File: src/sv/b91_pkg.sv
package b91_pkg;

	// Bit queue geometry and basE91 constants.
	localparam int QUEUE_W     = 13;
	localparam int COUNT_W     = 4;
	localparam int WIDE_W      = 14;
	localparam int SHORT_TAKE  = 13;
	localparam int LONG_TAKE   = 14;
	localparam int WIDE_LIMIT  = 88;
	localparam int RADIX       = 91;
	localparam int ONE_CHAR_MAX = 90;
	localparam int SHORT_FLUSH_BITS = 7;

	// Reciprocal of the radix, scaled by two to the RECIP_SHIFT, rounded down.
	localparam int RECIP_SHIFT = 18;
	localparam int RECIP       = (1 << RECIP_SHIFT) / RADIX;
	localparam int PROD_W      = 26;
	localparam int QUOT_W      = 8;

	// One input beat: a message byte and its end-of-message mark.
	typedef struct packed {
		logic [7:0] data_byte;
		logic       last_byte;
	} in_beat_t;

	// One output beat: an alphabet character and its end marks.
	typedef struct packed {
		logic [6:0] out_char;
		logic       run_end;
		logic       message_end;
	} out_beat_t;

	// Standard basE91 alphabet: letters, digits, then punctuation.
	function automatic logic [6:0] b91_char(input logic [6:0] idx);
		logic [6:0] c;
		c = 7'd65;
		if (idx < 7'd26) begin
			c = idx + 7'd65;
		end else if (idx < 7'd52) begin
			c = idx + 7'd71;
		end else if (idx < 7'd62) begin
			c = idx - 7'd4;
		end else begin
			case (idx)
				7'd62: c = 7'd33;
				7'd63: c = 7'd35;
				7'd64: c = 7'd36;
				7'd65: c = 7'd37;
				7'd66: c = 7'd38;
				7'd67: c = 7'd40;
				7'd68: c = 7'd41;
				7'd69: c = 7'd42;
				7'd70: c = 7'd43;
				7'd71: c = 7'd44;
				7'd72: c = 7'd46;
				7'd73: c = 7'd47;
				7'd74: c = 7'd58;
				7'd75: c = 7'd59;
				7'd76: c = 7'd60;
				7'd77: c = 7'd61;
				7'd78: c = 7'd62;
				7'd79: c = 7'd63;
				7'd80: c = 7'd64;
				7'd81: c = 7'd91;
				7'd82: c = 7'd93;
				7'd83: c = 7'd94;
				7'd84: c = 7'd95;
				7'd85: c = 7'd96;
				7'd86: c = 7'd123;
				7'd87: c = 7'd124;
				7'd88: c = 7'd125;
				7'd89: c = 7'd126;
				7'd90: c = 7'd34;
				default: c = 7'd65;
			endcase
		end
		return c;
	endfunction

endpackage

File: src/sv/base91_stream_encoder.sv
// The first character of a byte passes through the character buffer and then the output register to char_beat.
// Throughput: one character per cycle on the output while char_stall is low; a byte yields
// zero to four characters (about 1.23 on average), and a new byte is taken as the last one is sent.
// The character buffer holds one byte's characters and the single divide-by-91 step in the output path sends them.
// Reset (arst_n low) empties the bit queue, the character buffer and the output register.
module base91_stream_encoder
	import b91_pkg::*;
(
	input  logic      clk,
	input  logic      arst_n,
	input  logic      byte_valid,
	output logic      byte_stall,
	input  in_beat_t  byte_beat,
	output logic      char_valid,
	input  logic      char_stall,
	output out_beat_t char_beat
);

	// Bit queue state.
	logic [QUEUE_W-1:0] queue_q;
	logic [COUNT_W-1:0] count_q;

	// Character buffer for the byte in progress.
	logic                 valid_s1;
	logic [WIDE_W-1:0]    val_s1;
	logic [QUEUE_W-1:0]   fq_s1;
	logic [QUOT_W-1:0]    vq_s1;
	logic [QUOT_W-1:0]    fqq_s1;
	logic                 pair_s1;
	logic [2:0]           cnt_s1;
	logic                 last_s1;
	logic [1:0]           pos_s1;

	// Input side: append the byte and decide what leaves the queue.
	logic [20:0]          qw;
	logic [4:0]           nw;
	logic                 take;
	logic                 wide;
	logic [WIDE_W-1:0]    val;
	logic [20:0]          rest;
	logic [QUEUE_W-1:0]   fq;
	logic [4:0]           nr;
	logic                 flush1;
	logic                 flush2;
	logic [2:0]           cnt;
	logic [PROD_W-1:0]    val_prod;
	logic [PROD_W-1:0]    fq_prod;
	logic                 accept;

	always_comb begin
		qw     = {8'd0, queue_q} | (21'(byte_beat.data_byte) << count_q);
		nw     = 5'(count_q) + 5'd8;
		take   = nw > 5'(SHORT_TAKE);
		wide   = qw[QUEUE_W-1:0] <= QUEUE_W'(WIDE_LIMIT);
		val    = wide ? qw[WIDE_W-1:0] : {1'b0, qw[QUEUE_W-1:0]};
		if (!take) begin
			rest = qw;
			nr   = nw;
		end else if (wide) begin
			rest = qw >> LONG_TAKE;
			nr   = nw - 5'(LONG_TAKE);
		end else begin
			rest = qw >> SHORT_TAKE;
			nr   = nw - 5'(SHORT_TAKE);
		end
		fq     = rest[QUEUE_W-1:0];
		flush1 = byte_beat.last_byte && (nr != 5'd0);
		flush2 = flush1 && ((nr > 5'(SHORT_FLUSH_BITS)) || (fq > QUEUE_W'(ONE_CHAR_MAX)));
		cnt    = (take ? 3'd2 : 3'd0) + 3'(flush1) + 3'(flush2);
		val_prod = PROD_W'(val) * PROD_W'(RECIP);
		fq_prod  = PROD_W'(fq) * PROD_W'(RECIP);
	end

	// Output side: pick the operand of the current character and finish the division.
	logic                 pair_sel;
	logic [WIDE_W-1:0]    op;
	logic [QUOT_W-1:0]    qe;
	logic [WIDE_W-1:0]    back;
	logic [QUOT_W-1:0]    rem_e;
	logic                 fix;
	logic [6:0]           rem;
	logic [QUOT_W-1:0]    quot;
	logic [6:0]           qmod;
	logic [6:0]           idx;
	logic                 final_char;
	logic                 out_free;
	logic                 fire;

	always_comb begin
		pair_sel   = pair_s1 && !pos_s1[1];
		op         = pair_sel ? val_s1 : {1'b0, fq_s1};
		qe         = pair_sel ? vq_s1 : fqq_s1;
		back       = WIDE_W'(qe) * WIDE_W'(RADIX);
		rem_e      = QUOT_W'(op - back);
		fix        = rem_e >= QUOT_W'(RADIX);
		rem        = fix ? 7'(rem_e - QUOT_W'(RADIX)) : 7'(rem_e);
		quot       = qe + QUOT_W'(fix);
		qmod       = (quot >= QUOT_W'(RADIX)) ? 7'(quot - QUOT_W'(RADIX)) : 7'(quot);
		idx        = pos_s1[0] ? qmod : rem;
		final_char = (3'(pos_s1) + 3'd1) == cnt_s1;
	end

	// Handshake: a new byte enters as the buffer hands over its final character.
	assign out_free   = !char_valid || !char_stall;
	assign fire       = valid_s1 && out_free;
	assign byte_stall = valid_s1 && !(fire && final_char);
	assign accept     = byte_valid && !byte_stall;

	// Bit queue update on every accepted byte.
	always_ff @(posedge clk or negedge arst_n) begin
		if (!arst_n) begin
			queue_q <= '0;
			count_q <= '0;
		end else if (accept) begin
			if (byte_beat.last_byte) begin
				queue_q <= '0;
				count_q <= '0;
			end else begin
				queue_q <= fq;
				count_q <= COUNT_W'(nr);
			end
		end
	end

	// Character buffer: load on accept, step through the characters as they leave.
	always_ff @(posedge clk or negedge arst_n) begin
		if (!arst_n) begin
			valid_s1 <= 1'b0;
			pos_s1   <= '0;
		end else if (accept) begin
			valid_s1 <= cnt != 3'd0;
			pos_s1   <= '0;
		end else if (fire) begin
			if (final_char) begin
				valid_s1 <= 1'b0;
			end
			pos_s1 <= pos_s1 + 2'd1;
		end
	end

	// Buffer payload needs no reset.
	always_ff @(posedge clk) begin
		if (accept) begin
			val_s1  <= val;
			fq_s1   <= fq;
			vq_s1   <= val_prod[RECIP_SHIFT +: QUOT_W];
			fqq_s1  <= fq_prod[RECIP_SHIFT +: QUOT_W];
			pair_s1 <= take;
			cnt_s1  <= cnt;
			last_s1 <= byte_beat.last_byte;
		end
	end

	// Output register.
	always_ff @(posedge clk or negedge arst_n) begin
		if (!arst_n) begin
			char_valid <= 1'b0;
		end else if (out_free) begin
			char_valid <= valid_s1;
		end
	end

	always_ff @(posedge clk) begin
		if (fire) begin
			char_beat.out_char    <= b91_char(idx);
			char_beat.run_end     <= final_char;
			char_beat.message_end <= final_char && last_s1;
		end
	end

	// The queue never holds more bits than its width.
	assert property (@(posedge clk) disable iff (!arst_n)
		count_q <= COUNT_W'(SHORT_TAKE))
		else $error("bit count above queue width");

	// A loaded buffer always has a character left to send.
	assert property (@(posedge clk) disable iff (!arst_n)
		valid_s1 |-> ((3'(pos_s1) < cnt_s1) && (cnt_s1 <= 3'd4)))
		else $error("buffer position outside its character count");

	// The message end mark only comes on the final character of a byte.
	assert property (@(posedge clk) disable iff (!arst_n)
		char_valid |-> (!char_beat.message_end || char_beat.run_end))
		else $error("message end without run end");

	// The division correction leaves a remainder below the radix.
	assert property (@(posedge clk) disable iff (!arst_n)
		valid_s1 |-> (rem < 7'(RADIX)) && (quot <= QUOT_W'(2 * RADIX - 2)))
		else $error("divide by radix out of range");

	// After a last byte is accepted, the queue is empty.
	assert property (@(posedge clk) disable iff (!arst_n)
		(accept && byte_beat.last_byte) |=> (count_q == '0))
		else $error("queue not cleared after last byte");

endmodule

File: config.mk
export PLATFORM = sky130hd
export DESIGN_NAME = base91_stream_encoder
export DESIGN_NICKNAME = d
export VERILOG_FILES = /design/src/sv/b91_pkg.sv /design/src/sv/base91_stream_encoder.sv
export SDC_FILE = /design/constraint.sdc
export NUM_CORES = 1
export LEC_CHECK = 0
export BUFFER_PORTS_ARGS = -buffer_cell sky130_fd_sc_hd__buf_4
export CORE_ASPECT_RATIO = 0.7
export CORE_MARGIN = 2
export CORE_UTILIZATION = 28
export CTS_BUF_LIST = sky130_fd_sc_hd__clkbuf_8
export CTS_CLUSTER_DIAMETER = 60
export DETAILED_ROUTE_END_ITERATION = 8
export SLEW_MARGIN = 20
export SYNTH_ARGS = -nofsm -noshare
export SYNTH_HDL_FRONTEND = slang
export SYNTH_SLANG_ARGS = --single-unit
File: constraint.sdc
create_clock -name clk -period 12.76 [get_ports clk]
set_clock_uncertainty 0.2 [all_clocks]
set_input_delay 3.19 -clock clk [delete_from_list [all_inputs] [get_ports clk]]
set_output_delay 3.19 -clock clk [all_outputs]
set_load 0.005 [all_outputs]
After elaboration in Yosys (flattened, before gate mapping)
Memory sizes are Yosys's and may differ from the RTL's.
Cells that the tools add are included.
- add/subtract/negate cells: 14
- multiply operators: 3
- $lt $le $gt $ge: 9
- equality and inequality tests: 1
- shifts and indexed selects: 1
- muxes and demuxes: 21
- bitwise gates (word level): 1
- reduce and logical (&&, ||, !) cells: 20
- operators by type and width (cell ; count):
    7-bit two-way mux ; 6
    13-bit two-way mux ; 2
    8-bit two-way mux ; 3
    13-bit by 21-bit bitwise OR with 21-bit output ; 1
    8-bit by 4-bit << shifter with 21-bit output ; 1
    14-bit by 6-bit multiplier with 20-bit output, second input constant ; 1
    13-bit by 6-bit multiplier with 19-bit output, second input constant ; 1
    8-bit by 7-bit greater-or-equal comparator with 1-bit output, second input constant ; 2
    7-bit adder, second input constant ; 2
    7-bit by 6-bit < comparator with 1-bit output, second input constant ; 2
    14-bit two-way mux ; 1
    7-bit subtractor, second input constant ; 2
    13-bit by 7-bit greater-than comparator with 1-bit output, second input constant ; 1
    13-bit by 7-bit less-or-equal comparator with 1-bit output, second input constant ; 1
    5-bit two-way mux ; 2
    5-bit by 4-bit subtractor with 5-bit output, second input constant ; 2
    8-bit by 1-bit adder with 8-bit output ; 1
    1-bit logical AND ; 8
    8-bit by 7-bit multiplier with 8-bit output, second input constant ; 1
    8-bit subtractor ; 1
    7-bit by 5-bit < comparator with 1-bit output, second input constant ; 1
    7-bit by 3-bit subtractor with 7-bit output, second input constant ; 1
    2-bit two-way mux ; 3
    4-bit by 4-bit adder with 5-bit output, second input constant ; 1
    15 further kinds ; 23
- flip-flop bits (word level): 66
- ROM bits: 896
- input bits: 13
- output and inout bits: 11
- word-level logic and storage cells: 86
- memories: 1
- memory list (name ; words ; width ; rd ports ; clocked after Yosys merged registers in ; write ports ; RTL line ; RTL):
    (no name shown) ; 128 ; 7 ; 1 ; 0 ; 0 ; b91_pkg.sv:44 ; case (idx)

Depth between registers and ports, before layout
- depth in word-level cells: 14
- depth in mapped cells: 37
- depth with buffers taken out: 36

Least setup slack after synthesis
OpenSTA, ideal clock, no wires.
- path kind: input port to flip-flop
- from: in byte_beat[4] (netlist bit)
- to: reg fqq_s1[5], data pin
- library setup time: 0.258 ns
- data arrival time: 8.821 ns
- required time: 12.302 ns
- setup slack: 3.482 ns
- cell stages on the path: 28
- path buffers: 1
- cells stage by stage: mux2i_1 -> mux2i_1 -> mux2_2 -> a221o_1 -> nor3_1 -> o211ai_1 -> clkbuf_1 -> mux2_2 -> o22ai_1 -> ha_1 -> ha_1 -> inv_1 -> fa_1 -> inv_1 -> ha_1 -> and4b_1 -> o21a_1 -> o21a_1 -> o21a_1 -> o21a_1 -> o21a_1 -> o21a_1 -> o21a_1 -> nor2_1 -> o21ai_0 -> or2_2 -> a21oi_1 -> xnor2_1
- cells in the longest elaborated chain, start to end: 6
- ends and longest elaborated chain (item ; RTL line ; RTL):
    from (decl) ; base91_stream_encoder.sv:13 ; input in_beat_t byte_beat,
    8-bit by 4-bit << shifter with 21-bit output (*) ; base91_stream_encoder.sv:51 ; qw = {8'd0, queue_q} | (21'(byte_beat.data_byte) << count_q);
    13-bit by 21-bit bitwise OR with 21-bit output (*) ; base91_stream_encoder.sv:51 ;
    13-bit by 7-bit less-or-equal comparator with 1-bit output ; base91_stream_encoder.sv:54 ; wide = qw[QUEUE_W-1:0] <= QUEUE_W'(WIDE_LIMIT);
    8-bit two-way mux ; base91_stream_encoder.sv:59 ; end else if (wide) begin
    13-bit two-way mux (*) ; base91_stream_encoder.sv:56 ; if (!take) begin
    named net rest[5] ; base91_stream_encoder.sv:40 ; logic [20:0] rest;
    13-bit by 6-bit multiplier with 19-bit output (*) ; base91_stream_encoder.sv:71 ; fq_prod = PROD_W'(fq) * PROD_W'(RECIP);
    named net fq_prod[23] ; base91_stream_encoder.sv:47 ; logic [PROD_W-1:0] fq_prod;
    to (signal assigned) ; base91_stream_encoder.sv:147 ; fqq_s1 <= fq_prod[RECIP_SHIFT +: QUOT_W];
    to (decl) ; base91_stream_encoder.sv:28 ; logic [QUOT_W-1:0] fqq_s1;
Mark *: on every way through the listed nets, which the timed path passes. The rest lies on a longest branch.
A chain may end at the register's enable or synchronous reset.

Worst setup path after layout
- from: in byte_beat[7] (netlist bit)
- to: reg fqq_s1[5], data pin
The elaborated chain is that of the path after synthesis.

==> summary.txt <==
routed len/inst -> 15.1 um
slew margin rel. -> 30.1%
Synth Flop Type -> edfxtp_1
RSZ-0062 raised after global routing -> no
total global-route track usage -> 12.9%
Syn Area/Cell -> 9.28 um2
FF+latch count, synth -> 66
fill count -> 2,954
GRT Residual Overflow -> 0
min Tclk post-route -> 9640 ps
Hold Crit Class -> flip-flop to flip-flop
area grow syn2layout -> 9.45%
Site Rows -> 52
DP HPWL -> 15.9 mm
Pre-antenna DRT Iters -> 5
nets@finish -> 1,060
CP max-delay cell -> fa_1
fmax -> 104 MHz
Port Buffers -> 23
antenna viol nets, final -> 0
die height -> 146 um
status -> finished, final reports clean
Die W -> 207 um
Startpoint Class -> input port
fraction of final layout cells sized beyond drive strength 1 -> 8.72%
setup tns final -> 0 ps
H-tree levels -> 3
first-pass GRT wire length -> 31.3 mm
worst skew pair latency -> 360 ps
root buffer cell -> clkbuf_8
register area share after synthesis -> 23.2%
core area -> 0.0287 mm2
Num CTS Buffers -> 9
number of global-route vias before repair -> 5,876
delay of the slowest critical-path stage -> 510 ps
crit-path most repeated cell -> o21a_1
Synth Warn # -> 0
Critical Path AT -> 9550 ps
CTS sink cnt -> 66
Fin. Hold Viols -> 0
required time of the critical path -> 12,670 ps
die footprint -> 0.0303 mm2
hold-fix buffers at CTS -> 0
drt total wl -> 19.2 mm
Post-CTS Setup Repair Bufs -> 0
TritonCTS clock tree -> done
Slew @ Worst Pin -> 1050 ps
share of synthesized flip-flops with an asynchronous set or reset -> 31.8%
post-CTS resize count -> 0
post-synth cell types -> 82
initial core utilization -> 28.2%
Clock Path Buffers -> 2
antenna violations before repair -> 1
clk slew on worst S/H paths -> 80 ps
Crit Path Max Fanout -> 11
Max Cap Viol -> 0
Post-synth EDFFs -> 45
Crit. End Element -> flip-flop
pin count of the biggest net entering global routing -> 42
Post-Syn Nets -> 1,043
GPL Wtd Cong -> 0.965
WS Path Type -> input port to flip-flop
fin. max-slew vios -> 0
synthesized instance count -> 873
Ports -> 24
# diodes -> 0
Post-Syn Area -> 0.00810 mm2
Vias -> 6,206
Final setup viols -> 0
final period utilization -> 75.6%
routed vias/inst -> 4.88
# DRC -> 0
drt first-iter violations -> 400
==> cell type report <==
cell class	count	area (um2)	share of cell area, %
Timing Repair Buffer	28	210	2.37
Multi-Input combinational cell	629	5530	62.4
Clock inverter	7	68.8	0.776
Tap cell	378	473	5.33
Clock buffer	9	124	1.40
Inverter	156	586	6.60
Sequential cell	66	1880	21.2
==> sequential cells by signal, summed over array words and instances (netlist names), 2 cells and up <==
name and cells:
vq_s1 8, fqq_s1 7, queue_q 13, char_beat 9
count_q 4, fq_s1 8, pos_s1 2, cnt_s1 3
val_s1 8
==> placed cells by master, fill, tap and decap left out, types with 5 or more instances in the layout <==
master    instances
nor3_1           15
a21oi_1          37
nand2_1          75
o21ai_0          36
edfxtp_1         45
nand3_1          16
a31oi_1           5
nor2b_1          11
inv_1           149
fa_1             50
clkbuf_8          9
o21a_1           16
mux2_2            9
buf_4            28
xor2_1           13
and2_1            6
mux2i_1          36
ha_1            107
dfrtp_1          21
a22o_1            9
a21o_1            5
nand3b_1          6
o22ai_1           6
o211ai_1          7
o21ai_1           5
xnor2_1          37
a211oi_1          5
nor2_1           31
and3_1            7
==> stage by stage <==
| step | std cells | instance area, um2 | hold WS, ps | worst slack [ps] | utilization (%) |
|---|---|---|---|---|---|
| floorplan | 873 | 8100 | 250 | 3480 | - |
| global placement | 1257 | 8680 | 271 | 2740 | 30.2 |
| detailed placement | 1257 | 8680 | 279 | 2820 | 30.2 |
| CTS | 1273 | 8870 | 287 | 3200 | 30.9 |
| global route | 1273 | 8870 | 321 | 2370 | 30.9 |
| finish | 1273 | 8870 | 290 | 3120 | 30.9 |
==> critical path: cells and delay by family <==
family          cells  cell delay, ps
buf+inv             4             540
mux                 3             620
compound gates     13            2960
simple gates        3             610
fa+ha+maj           4            1560
xor+xnor            1              80
==> worst paths after layout <==
kind | end | cells past startpoint | from | slack, ps
worst max-delay path | fqq_s1[5] | 28 | byte_beat[7] | 3120
worst min-delay path | queue_q[3] | 2 | queue_q[3] | 290
worst max register to register | char_beat[6] | 34 | pos_s1[1] | 3270
worst min register to register | queue_q[3] | 2 | queue_q[3] | 290
max in group asynchronous | queue_q[6] | 1 | arst_n | 9600
min in group asynchronous | valid_s1 | 1 | arst_n | 2520
==> cells in the mapped netlist, types with 6 or more instances <==
library cell  instances  area share (%)
dfrtp_1              21             6.5
clkbuf_1             11            0.51
a21oi_1              37             2.3
nand3b_1              6            0.56
buf_2                 7            0.43
mux2_2                9             1.3
o211ai_1              7            0.65
xnor2_1              37             4.0
o21ai_0              36             2.2
mux2i_1              36             4.4
nand2_1              75             3.5
o22ai_1               6            0.46
nand3_1              16            0.99
o21a_1               16             1.5
fa_1                 50              12
ha_1                107              17
edfxtp_1             45              17
nor2b_1              11            0.85
xor2_1               13             1.4
inv_1               149             6.9
nor2_1               31             1.4
a22o_1                9            0.97
nor3_1               15            0.93
and3_1                7            0.54
and2_1                6            0.46
==> routing by layer <==
metal	up-vias	global-route usage (%)	share of wire (%)
met5	-	0	0.094
met4	2	3.00	1.0
met3	13	2.52	5.6
met2	156	17.3	39
met1	2976	20.8	54
li1	3059	-	-
==> kinds of logic after synthesis <==
logic type	synth area share, %
buf+inv	8.58
mux	6.48
compound gates	15.7
xor+xnor	5.60
simple gates	11.6
fa+ha+maj	28.9
flops	23.2
Power is not shown: default switching activity piles up to over one toggle a cycle in this logic, so the estimate is an artifact.
